==> config.mk <==
export PLATFORM = sky130hd
export DESIGN_NAME = srs_mul
export DESIGN_NICKNAME = d
export VERILOG_FILES = /design/src/hdl/srs_mul.sv
export SDC_FILE = /design/constraint.sdc
export NUM_CORES = 2
export LEC_CHECK = 0
export BUFFER_PORTS_ARGS = -buffer_cell sky130_fd_sc_hd__buf_2
export CORE_ASPECT_RATIO = 1.25
export CORE_MARGIN = 5
export CORE_UTILIZATION = 60
export DETAILED_ROUTE_END_ITERATION = 6
export HOLD_SLACK_MARGIN = 0.08
export PLACE_DENSITY = 0.78
export SETUP_SLACK_MARGIN = 0.3
export SLEW_MARGIN = 0
export SYNTH_ARGS = -nofsm -noshare
export SYNTH_HDL_FRONTEND = slang
export SYNTH_SLANG_ARGS = --single-unit
==> constraint.sdc <==
create_clock -name clk -period 9.3 [get_ports clk]
set_input_delay 1.395 -clock clk [delete_from_list [all_inputs] [get_ports clk]]
set_output_delay 1.395 -clock clk [all_outputs]
set_load 0.05 [all_outputs]
==> src/hdl/srs_mul.sv <==
// ----------------------------------------------------------------------------
// Shared multiplier
// Unsigned 32 by 32 multiplier with a registered 64-bit product.
// ----------------------------------------------------------------------------
module srs_mul (
    input  logic        clk,
    input  logic [31:0] op_a,
    input  logic [31:0] op_b,
    output logic [63:0] product
);

    logic [63:0] product_reg;

    // The product is registered and appears in the cycle after the operands are presented.
    always_ff @(posedge clk)
    begin
        product_reg <= 64'(op_a) * 64'(op_b);
    end

    assign product = product_reg;

endmodule

# After elaboration in Yosys (flattened, before gate mapping)
# Index checks and enable logic that the tools add are counted.
# classes
mul	1
# op_table
cell	n
32-bit by 32-bit multiplier with 64-bit output	1
# word_totals
reg_bits	64
inputBits	65
word_cells	2

# Longest topological paths before layout
# logic_depth
word_depth	1
depth_mapped	29
mapped_depth_nobuf	27

# Least setup slack after synthesis
# OpenSTA, ideal clock, no wires.
# synth_path
path_kind	input to register
startpoint	input op_a[25]
endpoint	register product_reg[62] (netlist: product[62])
setup_time_ns	0.072
arrival_ns	8.076
required_ns	9.228
setup_slack_ns	1.152
cell_stages	25
n_path_buf	2
cell_sequence	clkbuf_1 nand2_1 fa_1 inv_1 fa_1 inv_1 fa_1 inv_1 fa_1 fa_1 fa_1 fa_1 inv_1 fa_1 inv_1 ha_1 buf_2 nand4_1 or4_1 or3_1 a31oi_1 a31o_2 a211oi_1 o21ai_1 xor2_1
# synth_between
elab_chain_len	1
# synth_rtl
item	line	text
start, declared	7	input logic [31:0] op_a,
32-bit by 32-bit multiplier with 64-bit output	17	product_reg <= 64'(op_a) * 64'(op_b);
end signal, assigned	17	
end, declared	12	logic [63:0] product_reg;
# No other way between the ends.

# Final worst setup path
# layout_path
startpoint	input op_b[10]
endpoint	register product_reg[62] (netlist: product[62])
# layout_between
elab_chain_len	1
# layout_rtl
item	line	text
start, declared	8	input logic [31:0] op_b,
32-bit by 32-bit multiplier with 64-bit output	17	
# No other way between the ends.

==> metrics.txt <==
fillcell total=4696; Synth top area share=51.73%; Core Area=0.05726 mm²; CP Data Arrival Time=8940 ps; simple-gate share of the synthesized area=17.62%; # clock sinks=64; CTS tree=yes; Post-Place Cells=4471; Post-synth EDFFs=0; largest family of logic cells by synthesized area=adder cells; DR vias/cell=~5.7; routed len/inst=21.61 µm; Die Wd=225.0 µm; RSZ-0062 raised after global routing=false; proportion of layout cells with a drive suffix above 1=under 10%; post-route clock period utilization=between 90% and 100%; final hold vios=0; Cells after Synth=3748; H-tree Lvls=3; multi-input logic area=slightly below 0.03 mm²; hold_ws=between 1500 and 2000 ps; Detailed Route WL=97010 µm; ANT nets after route=0; Synth Area in Compound Gates=4.153%; row cnt=between 90 and 100; critical-path maximum fanout=27; # port buffers=128; number of global-route vias before repair=29360; Final GP Congestion=0.9388; Num CTS Buffers=9; Synth async-reset ratio=0%; register area share after synthesis=between 3 and 4%; max reg flops=64; commonest non-fill, non-tap cells in the layout=896 x fa_1, 865 x inv_1, 602 x and2_1, 480 x nand2_1, 263 x ha_1; Remaining DRCs=0; final core occ=63.37%; yosys warns=0; outcome=finished clean; Crit path max-delay family=adder cells; Worst Tran Pin Value=765.4 ps; Initial Util=60.56%; number of I/O pins=129; total gr overflow=0; Final Max Tran Viols=0; P&R area growth vs syn=4.651%; GRT Total Usage=31.91%; largest net degree at the start of global routing=33; post-DP HPWL=80560 µm; slew margin rel.=48.97%; Clock Path Buffers=2; root buf cell=clkbuf_16; mapped cell area=0.03468 mm²; most common cell after layout, fill and taps aside=fa_1; WP buf/inv=7; Via Count=25680; Adder-Cell Fraction of Synth Area=61.22%; # hold bufs at CTS=0; Hold WC Path Type=input port to flip-flop; first-pass GRT wire length=154500 µm; post-CTS setup buffer count=0; number of synthesized register bits=64; WS Path Type=input port to flip-flop; Worst-path clk slew=60 ps; post-synthesis net count=slightly below 5000; Critical-path top delay cell=fa_1; Critical Path RT=between 9000 and 10000 ps; die height=278.8 µm; 1st-iter DRT viols=between 1500 and 2000; register area=0.001281 mm²; startpoint type of the worst setup path=input port; max-cap violation count=0; initial antenna violation count=4; setup TNS=0 ps; die area=0.06273 mm²; final setup fails=0; post-synth top area cell=fa_1; fin nets=between 4000 and 5000; Crit path largest cell delay=550 ps; final cell count without fillers=4490; fmax=~0.12 GHz; mux cell area share after synthesis=0.02887%; Tmin final=8662 ps; Crit. End Element=flip-flop; Most used DFF post-synth=dfxtp_1; mean post-synth cell area=9.252 µm²; Crit path top cell by count=fa_1; Netlist cell types=57; Post-Synth XOR/XNOR Area=under 10%; DRT Pass-1 Iters=5; top cells by area, synth=fa_1 52%, and2_1 11%, ha_1 9.5%
==> cells by family (layout without fill, tap and decap cells) <==
group,Yosys count,after routing
AOI/OAI and AO/OA,202,202
xor gates and xnor gates,60,60
adders and majority gates,1159,1159
buffers and inverters,1085,1074
DFF,64,64
muxes,1,1
other,0,3
and+or+nand+nor,1177,1177
==> routing by layer <==
layer,GRT usage [%],part of all wire (%),vias up
li1,-,-,10800
met1,32.89,31,13130
met2,55.82,51,1250
met3,5.531,6.8,502
met4,27.08,11,0
met5,0,0,-
==> path summary, 6_finish.rpt <==
kind | end | depth (start not counted) | slack, ps | start
max | product[62] | 25 | 640 | op_b[10]
min | product[0] | 3 | 1690 | op_a[0]
==> cells in the mapped netlist (all sizes together), types with 3 or more instances <==
cell type / instances
inv: 865
xor2: 25
or2: 3
o21ai: 26
a211oi: 3
nand2: 480
nor3: 7
fa: 896
ha: 263
a21oi: 66
a221oi: 4
or3: 3
and4: 3
o21a: 9
a31oi: 12
nand4: 23
clkbuf: 213
o21bai: 11
xnor2: 35
a21boi: 3
and2: 602
o221ai: 3
a21o: 40
and3: 14
dfxtp: 64
nand3: 10
buf: 7
o31ai: 5
or4: 3
a221o: 4
nor2: 20
==> cell type report <==
type | instances | share of cell area [%]
Timing Repair Buffer | 193 | 3.227
Sequential cell | 64 | 3.531
Multi-Input combinational cell | 2599 | 80.80
Inverter | 865 | 8.947
Clock inverter | 5 | 0.2207
Tap cell | 750 | 2.586
Antenna cell | 3 | 0.02069
Clock buffer | 11 | 0.6689
==> stage by stage <==
step	instance area (µm²)	worst slack, ps
finish	36290	638.3
global route	36280	335.5
CTS	36260	588.7
detailed placement	35930	261.5
global placement	35930	416.9
floorplan	34680	1152
==> tightest hold or removal path, cell delays in order <==
cell and delay (ps):
buf_2 150, buf_4 240, and2_1 180
==> repair_timing <==
action	in CTS	in global routing
hold endpoints to repair	0	0
gates resized for setup	0	8
setup endpoints to repair	0	1
Power is left out: the tool's default activity adds up to more than one toggle a clock period on the data nets, which glitch-free logic cannot reach.
