--- src/hdl/srs_pkg.sv ---
// ----------------------------------------------------------------------------
// Sparse recovery sketch package
// Shared cell layout, hash constants and multiply-accumulate shift codes.
// ----------------------------------------------------------------------------
package srs_pkg;

    // Widths fixed by the item fields and the cell counters.
    localparam int KEY_W    = 24;
    localparam int OUT_KEY_W = 20;
    localparam int W_W      = 32;
    localparam int IO_W     = 56;
    localparam int SQ_W     = 64;
    localparam int CFG_W    = 30;
    localparam int CFG_ROWS = 4;
    localparam int ACC_W    = 128;
    localparam int DIV_STEPS = 56;

    // Hash prime; its 2^30 residue is applied in the fold logic of the unit.
    localparam logic [30:0] HASH_PRIME = 31'd1073741789;

    // One sketch cell as stored in memory.
    typedef struct packed {
        logic [W_W-1:0]  weight;
        logic [IO_W-1:0] index;
        logic [SQ_W-1:0] square;
    } cell_t;

    // Left shift applied to a partial product before accumulation.
    typedef enum logic [1:0] {
        SH_0  = 2'd0,
        SH_32 = 2'd1,
        SH_33 = 2'd2,
        SH_64 = 2'd3
    } mac_shift_t;

endpackage

--- src/hdl/srs_div.sv ---
// ----------------------------------------------------------------------------
// Iterative divider
// Restoring division of a 56-bit magnitude by a 32-bit magnitude, one
// quotient bit per cycle; only the low 20 quotient bits are kept.
// ----------------------------------------------------------------------------
module srs_div
    import srs_pkg::*;
(
    input  logic                 clk,
    input  logic                 rst_n,
    input  logic                 start,
    input  logic [IO_W-1:0]      dividend,
    input  logic [W_W-1:0]       divisor,
    output logic                 done,
    output logic [OUT_KEY_W-1:0] quotient
);

    logic                 busy_reg, busy_next;
    logic                 done_reg, done_next;
    logic [5:0]           cnt_reg, cnt_next;
    logic [IO_W-1:0]      num_reg, num_next;
    logic [W_W-1:0]       den_reg, den_next;
    logic [W_W-1:0]       rem_reg, rem_next;
    logic [OUT_KEY_W-1:0] quo_reg, quo_next;
    logic [W_W:0]         trial;

    // One restoring step per cycle while busy.
    always_comb
    begin
        busy_next = busy_reg;
        done_next = 1'b0;
        cnt_next  = cnt_reg;
        num_next  = num_reg;
        den_next  = den_reg;
        rem_next  = rem_reg;
        quo_next  = quo_reg;
        trial     = {rem_reg, num_reg[IO_W-1]};
        if (start)
        begin
            busy_next = 1'b1;
            cnt_next  = 6'd0;
            num_next  = dividend;
            den_next  = divisor;
            rem_next  = '0;
            quo_next  = '0;
        end
        else if (busy_reg)
        begin
            num_next = {num_reg[IO_W-2:0], 1'b0};
            if (trial >= {1'b0, den_reg})
            begin
                rem_next = W_W'(trial - {1'b0, den_reg});
                quo_next = {quo_reg[OUT_KEY_W-2:0], 1'b1};
            end
            else
            begin
                rem_next = trial[W_W-1:0];
                quo_next = {quo_reg[OUT_KEY_W-2:0], 1'b0};
            end
            cnt_next = cnt_reg + 6'd1;
            if (cnt_reg == 6'(DIV_STEPS - 1))
            begin
                busy_next = 1'b0;
                done_next = 1'b1;
            end
        end
    end

    // Control state.
    always_ff @(posedge clk or negedge rst_n)
    begin
        if (!rst_n)
        begin
            busy_reg <= 1'b0;
            done_reg <= 1'b0;
            cnt_reg  <= 6'd0;
        end
        else
        begin
            busy_reg <= busy_next;
            done_reg <= done_next;
            cnt_reg  <= cnt_next;
        end
    end

    // Datapath registers.
    always_ff @(posedge clk)
    begin
        num_reg <= num_next;
        den_reg <= den_next;
        rem_reg <= rem_next;
        quo_reg <= quo_next;
    end

    assign done     = done_reg;
    assign quotient = quo_reg;

endmodule

--- config.mk ---
export PLATFORM = sky130hd
export DESIGN_NAME = srs_div
export DESIGN_NICKNAME = d
export VERILOG_FILES = /design/src/hdl/srs_pkg.sv /design/src/hdl/srs_div.sv
export SDC_FILE = /design/constraint.sdc
export NUM_CORES = 1
export LEC_CHECK = 0
export CORE_MARGIN = 5
export CORE_UTILIZATION = 60
export CTS_CLUSTER_SIZE = 12
export DETAILED_ROUTE_END_ITERATION = 6
export DONT_BUFFER_PORTS = 1
export PLACE_DENSITY = 0.76
export SLEW_MARGIN = 25
export SYNTH_ARGS = -nofsm -noshare
export SYNTH_HDL_FRONTEND = slang
export SYNTH_SLANG_ARGS = --single-unit
export TNS_END_PERCENT = 30
--- constraint.sdc ---
create_clock -name clk -period 3.17 [get_ports clk]
set_input_delay 0.1585 -clock clk [delete_from_list [all_inputs] [get_ports clk]]
set_output_delay 0.1585 -clock clk [all_outputs]
set_load 0.01 [all_outputs]
=== Word level (Yosys, flattened, before mapping) ===
Index checks and enable logic that the tools add are counted.

* Add/sub/neg operators: 2
* $lt $le $gt $ge: 1
* Eq/ne operators: 1
* Multiplexer cells: 12
* Reductions and logical operators: 1

{| class="wikitable"
|+ Operator list
! cell !! count
|-
| $mux 56 || 2
|-
| $ge 33x32->1 || 1
|-
| $mux 32 || 1
|-
| $sub 32x32->32 || 1
|-
| $mux 6 || 2
|-
| $mux 1 || 7
|-
| $add 6x1->6 const B || 1
|-
| $eq 6x6->1 const B || 1
|-
| $reduce_bool 2->1 || 1
|}

* Register bits after elaboration: 148
* Output and inout bits: 21
* Word-level logic and storage cells: 24

=== Depth between registers and ports, before layout ===
* Word-level depth: 4
* Depth in mapped cells: 12

=== Worst setup path after synthesis ===
No wires, ideal clock.

* Path type: flip-flop to flip-flop
* Start point: reg num_reg[55]
* End point: reg rem_reg[28]
* Setup time: 0.126 ns
* Arrival: 2.345 ns
* Path slack: 0.700 ns
* Stages on the path, launching flop included: 12
* Path buffers: 0
* Cells stage by stage: edfxtp_1 -> inv_1 -> ha_1 -> fa_1 -> nand2b_1 -> a21oi_1 -> o21ai_1 -> o311ai_1 -> o211ai_1 -> mux2_1 -> o211ai_1 -> o21ai_1

* Cells in the longest elaborated chain, start to end: 2
* Elaborated cells on any way between the ends: 3
* Classes of those cells: add/sub (1); order compare (1); mux (1)

{| class="wikitable"
|+ Ends and longest elaborated chain
! element !! RTL line !! source
|-
| start: declaration || srs_div.sv:21 || <nowiki>logic [IO_W-1:0] num_reg, num_next;</nowiki>
|-
| start signal: assignment || srs_div.sv:89 || <nowiki>num_reg <= num_next;</nowiki>
|-
| $sub 32x32->32 / $ge 33x32->1 (equally long branches) || srs_div.sv:52, srs_div.sv:50 ||
|-
| $mux 32 (*) || srs_div.sv:50 || <nowiki>if (trial >= {1'b0, den_reg})</nowiki>
|-
| end signal: assignment || srs_div.sv:91 || <nowiki>rem_reg <= rem_next;</nowiki>
|-
| end: declaration || srs_div.sv:23 || <nowiki>logic [W_W-1:0] rem_reg, rem_next;</nowiki>
|}

Mark *: on every way between the ends. The rest lies on a longest branch, timed or not.
A chain may end at the register's enable or synchronous reset.

=== Worst setup path in the final report ===
* Start point: reg den_reg[2]
* End point: reg rem_reg[0]

* Cells in the longest elaborated chain, start to end: 2

{| class="wikitable"
|+ Ends and longest elaborated chain
! element !! RTL line !! source
|-
| start: declaration || srs_div.sv:22 || <nowiki>logic [W_W-1:0] den_reg, den_next;</nowiki>
|-
| start signal: assignment || srs_div.sv:90 || <nowiki>den_reg <= den_next;</nowiki>
|-
| $ge 33x32->1 || srs_div.sv:50 ||
|-
| $mux 32 || srs_div.sv:50 ||
|}

Every way passes these cells.

==> results summary <==
The number of sinks handled by clock tree synthesis is 148. The synthesized netlist devotes 3.12% of its cell area to XOR and XNOR gates. The net count after synthesis is 859. The net switching fraction of the power came out at 26.2%. The power density of the placed cells is 522 nW/um^2. The pre-antenna-repair detailed-routing pass consisted of 5 iterations. The area added between synthesis and finish came out at 20.7%. Summing the areas of all compound-gate instances in the mapped netlist gives 15.6% of the synthesized area. The adder-cell share of the synthesized area came out at 5.50%. The wire-length estimate of the detail-placed layout is 11.2 mm. The flow ran to the end, and the final reports show no timing, DRC or antenna violations. Counting the fill cells in the layout gives 886. The share of total power dissipated in combinational logic is 15.1%.

The Yosys warning count is 0. The time the final worst path needs with I/O delays and setup came out at 2.93 ns. The routed wire length is 18.9 mm. The maximum fanout along the worst path is 10.

In this run the tool buffered the top-level ports with 0 buffer cells. The via count is 6078. STA puts the critical path data arrival time at 3.20 ns. The number of standard cells after synthesis came out at 734. The final hold slack came out at 0.0253 ns. The remaining max-slew budget at the tightest pin came out at 47.3%. The ratio of routed vias to standard cells came out at 6.09.

The clock group share of total power is 39.3%. The post-CTS clock slew at the launch and capture registers of the worst setup and hold paths came out at 0.06 ns. The net count of the finished layout is 938. The via count of the first global-routing pass came out at 6043.

Each instance of the synthesized netlist takes up on average 10.7 sq um. The accumulated negative setup slack is 0 ns. The number of slew-limit violations in the final report came out at 0. Counting flops with a built-in enable in the synthesized netlist gives 88. The clock latency of the later-clocked register in the worst-skew pair came out at 0.43 ns. Counting flops with an async set or reset pin after synthesis yields a share of 5.41%. The basic-gate share of the synthesized area counting and, or, nand and nor cells came out at 11.4%.

The max-cap check violation count is 0. Once the clock tree was built, the setup fixing pass inserted 0 buffers. The H-tree depth is 4. The global-route wire length before repair is 30.8 mm. The number of inserted diodes is 0. The congestion estimate from routability-driven global placement came to 0.915. Setup repair after global routing left no endpoint under its margin. In this run the worst hold path is classified as input pin to flop. The area of the die came out at 15500 sq um. The final number of setup-violating endpoints came out at 0. The register with the most flip-flops in the layout has 56 of them. The worst setup path is launched from a flop.

The sequential fraction of design power came out at 45.6%. The die width is 125 um. The total track usage came out at 24.3%. In the routed design, unresolved DRC markers number 0. The largest net degree at the start of global routing came out at 137. The critical path in this run is classified as flop to flop. The achievable frequency came out at 341 MHz. TritonCTS built the clock tree. In this run the power spent charging and discharging nets is 1.30 mW. The root buffer cell chosen for the clock tree is sky130_fd_sc_hd__clkbuf_16.

The clock skew came out at 0.00908 ns. For the pin with the worst max-slew slack, the measured transition is 0.787 ns. Multiplexer cells account for 10.6% of the synthesized area. In this run the remaining antenna-violating nets after routing total 0. The most used flip-flop cell after synthesis is sky130_fd_sc_hd__edfxtp_1.

For this block, the initial DRC count from the detailed router was 555. Of the cells placed in the final design, the portion with a size suffix greater than 1 is 13.7%. The critical path data required time came out at 3.44 ns. The core outline area is 12700 sq um. The post-detailed-route wirelength per cell is 18.9 um. The unique cell type count in the Yosys netlist came out at 66. The chip height came out at 125 um. The global route total overflow came out at 0.

The area of the mapped netlist is 7870 sq um. The post-synthesis sequential element count is 148. The internal power of the cells totals 3.66 mW. The register area share after synthesis is 49.4%. The cell leakage power came out at 3.94 nW. The number of antenna violations at the first check in global routing was 0.

The initial core utilization came out at 61.9%. The maximum root-to-sink buffer count came out at 2. The total number of placement rows is 41. The category of the worst setup path capture point is a flop. The part of the cycle the worst path needs came out at 92.5%. By area, the combinational part of the netlist is dominated by compound AO/OA/AOI/OAI gates. The clock buffer count from CTS came out at 17.

The worst voltage drop across the vdd grid is 0.704 mV. The hold violation total from the final report came out at 0. The number of top-level design ports is 112.
-- final timing paths --
path | slack [ns] | start | to | depth (start not counted)
max in group asynchronous | 2.80 | rst_n | busy_reg | 1
setup reg to reg | 0.24 | den_reg[2] | rem_reg[0] | 10
hold / removal | 0.03 | start | rem_reg[20] | 3
hold reg to reg | 0.50 | rem_reg[20] | rem_reg[21] | 2
setup / recovery | 0.24 | den_reg[2] | rem_reg[0] | 10
min in group asynchronous | 0.07 | rst_n | done | 1
-- power groups by stage --
| stage | Combinational, mW | Sequential, mW | Clock (mW) |
|---|---|---|---|
| finish | 0.748 | 2.26 | 1.95 |
| global route | 0.818 | 2.27 | 2.06 |
| CTS | 0.725 | 2.25 | 1.97 |
| detailed placement | 0.592 | 2.29 | 0 |
| global placement | 0.576 | 2.29 | 0 |
| floorplan | 0.508 | 2.27 | 0 |
-- synth_stat cells, types with 2 or more instances --
library cell               count  share of area (%)
sky130_fd_sc_hd__ha_1         33                5.2
sky130_fd_sc_hd__dfxtp_1      52                 13
sky130_fd_sc_hd__a311oi_1     20                2.2
sky130_fd_sc_hd__xnor2_1      15                1.7
sky130_fd_sc_hd__o31ai_1       3               0.29
sky130_fd_sc_hd__a211oi_1      7               0.67
sky130_fd_sc_hd__nand2b_1      5               0.40
sky130_fd_sc_hd__buf_6         2               0.29
sky130_fd_sc_hd__nand3_1      28                1.8
sky130_fd_sc_hd__nand2_1      32                1.5
sky130_fd_sc_hd__nor2_1       71                3.4
sky130_fd_sc_hd__buf_1         8               0.38
sky130_fd_sc_hd__and4_1        2               0.22
sky130_fd_sc_hd__a32oi_1       3               0.33
sky130_fd_sc_hd__o311ai_0      2               0.22
sky130_fd_sc_hd__a21oi_4       2               0.41
sky130_fd_sc_hd__mux2_2       55                7.9
sky130_fd_sc_hd__nor4_1        3               0.24
sky130_fd_sc_hd__buf_2        11               0.70
sky130_fd_sc_hd__a21o_1       18                1.7
sky130_fd_sc_hd__o211ai_1      6               0.57
sky130_fd_sc_hd__nand4_1       9               0.72
sky130_fd_sc_hd__a221o_1       2               0.25
sky130_fd_sc_hd__nor3_1        6               0.38
sky130_fd_sc_hd__xor2_1       13                1.4
sky130_fd_sc_hd__o21ai_1      20                1.3
sky130_fd_sc_hd__a31oi_1      10               0.80
sky130_fd_sc_hd__o21a_1        2               0.19
sky130_fd_sc_hd__a21oi_1      31                2.0
sky130_fd_sc_hd__and3_1        5               0.40
sky130_fd_sc_hd__and2_1        9               0.72
sky130_fd_sc_hd__a31o_2        2               0.22
sky130_fd_sc_hd__clkbuf_1     22                1.0
sky130_fd_sc_hd__edfxtp_1     88                 34
sky130_fd_sc_hd__mux2i_1      20                2.5
sky130_fd_sc_hd__or3_1         4               0.32
sky130_fd_sc_hd__nor3b_1       6               0.57
sky130_fd_sc_hd__dfrtp_1       8                2.5
sky130_fd_sc_hd__o21bai_1      8               0.76
sky130_fd_sc_hd__inv_1        43                2.1
sky130_fd_sc_hd__nand3b_1      2               0.19
sky130_fd_sc_hd__o21ai_0      22                1.4
-- repair_timing --
| item | in CTS | in global routing |
|---|---|---|
| setup endpoints to repair | 0 | 1 |
| endpoints found under the hold margin | 182 | 0 |
| hold buffers | 95 | 0 |
| gates resized for setup | 0 | 1 |
-- placed cells by master, fill, tap and decap left out, types with 3 or more instances in the layout --
master                          Yosys  layout
sky130_fd_sc_hd__o21ai_0           22      22
sky130_fd_sc_hd__nand2b_1           5       5
sky130_fd_sc_hd__nand2_1           32      32
sky130_fd_sc_hd__a32oi_1            3       3
sky130_fd_sc_hd__dfxtp_1           52      52
sky130_fd_sc_hd__dlygate4sd3_1      0      94
sky130_fd_sc_hd__a311oi_1          20      20
sky130_fd_sc_hd__clkinv_4           0       3
sky130_fd_sc_hd__clkbuf_16          0      17
sky130_fd_sc_hd__mux2_2            55      55
sky130_fd_sc_hd__inv_1             43      42
sky130_fd_sc_hd__a21o_1            18      18
sky130_fd_sc_hd__xnor2_1           15      15
sky130_fd_sc_hd__or3_1              4       4
sky130_fd_sc_hd__clkinv_2           0       3
sky130_fd_sc_hd__nand3_1           28      28
sky130_fd_sc_hd__a21oi_1           31      31
sky130_fd_sc_hd__xor2_1            13      13
sky130_fd_sc_hd__o31ai_1            3       3
sky130_fd_sc_hd__buf_4              0       8
sky130_fd_sc_hd__nor2_1            71      71
sky130_fd_sc_hd__o21bai_1           8       8
sky130_fd_sc_hd__nand4_1            9       9
sky130_fd_sc_hd__nor3b_1            6       6
sky130_fd_sc_hd__mux2i_1           20      20
sky130_fd_sc_hd__ha_1              33      33
sky130_fd_sc_hd__a31oi_1           10      10
sky130_fd_sc_hd__dfrtp_1            8       7
sky130_fd_sc_hd__edfxtp_1          88      88
sky130_fd_sc_hd__inv_6              0       3
sky130_fd_sc_hd__nor4_1             3       3
sky130_fd_sc_hd__a211oi_1           7       7
sky130_fd_sc_hd__o211ai_1           6       6
sky130_fd_sc_hd__and3_1             5       5
sky130_fd_sc_hd__nor3_1             6       6
sky130_fd_sc_hd__o21ai_1           20      20
sky130_fd_sc_hd__and2_1             9       9
-- through the flow --
stage / instances / instance area, sq um / setup WS [ns] / utilization, % / power (mW)
2_1_floorplan: 734 / 7870 / 0.700 / - / 2.78
3_3_place_gp: 871 / 7960 / 0.337 / 62.5 / 2.86
3_5_place_dp: 871 / 7960 / 0.209 / 62.5 / 2.88
4_1_cts: 998 / 9490 / 0.196 / 74.6 / 4.95
5_1_grt: 998 / 9500 / 0.0139 / 74.6 / 5.15
6_report: 998 / 9500 / 0.237 / 74.6 / 4.96
-- final cells by class --
class,instances,area (sq um),area share (%)
clock buffers,18,439,4.62
multi-input cells,500,3640,38.3
well taps,172,215,2.27
inverters,43,161,1.70
flip-flops and latches,148,3880,40.9
clock inverters,14,128,1.34
repair buffers,103,1030,10.8
-- per-layer routing --
| layer | wire length, um | GRT usage, % | up-vias |
|---|---|---|---|
| li1 | - | - | 2865 |
| met1 | 8220 | 31.6 | 2935 |
| met2 | 8980 | 39.0 | 245 |
| met3 | 1370 | 7.46 | 33 |
| met4 | 309 | 7.87 | 0 |
| met5 | 0 | 0 | - |
-- cells by family after synthesis --
kind of cell    Yosys count
simple gates            187
compound gates          175
flops                   148
buf+inv                  86
mux                      76
fa+ha+maj                34
xor+xnor                 28
-- worst max-delay path, stage by stage, from the launching register on --
cell and delay [ns]:
sky130_fd_sc_hd__edfxtp_1 0.33, sky130_fd_sc_hd__inv_1 0.05, sky130_fd_sc_hd__ha_1 0.37, sky130_fd_sc_hd__a21oi_1 0.21, sky130_fd_sc_hd__a21oi_1 0.11, sky130_fd_sc_hd__o31a_2 0.36, sky130_fd_sc_hd__o21ai_2 0.22, sky130_fd_sc_hd__a21o_4 0.20
sky130_fd_sc_hd__a21oi_4 0.11, sky130_fd_sc_hd__nor2_1 0.62, sky130_fd_sc_hd__a311oi_1 0.20
(Power assumes the default switching activity.)
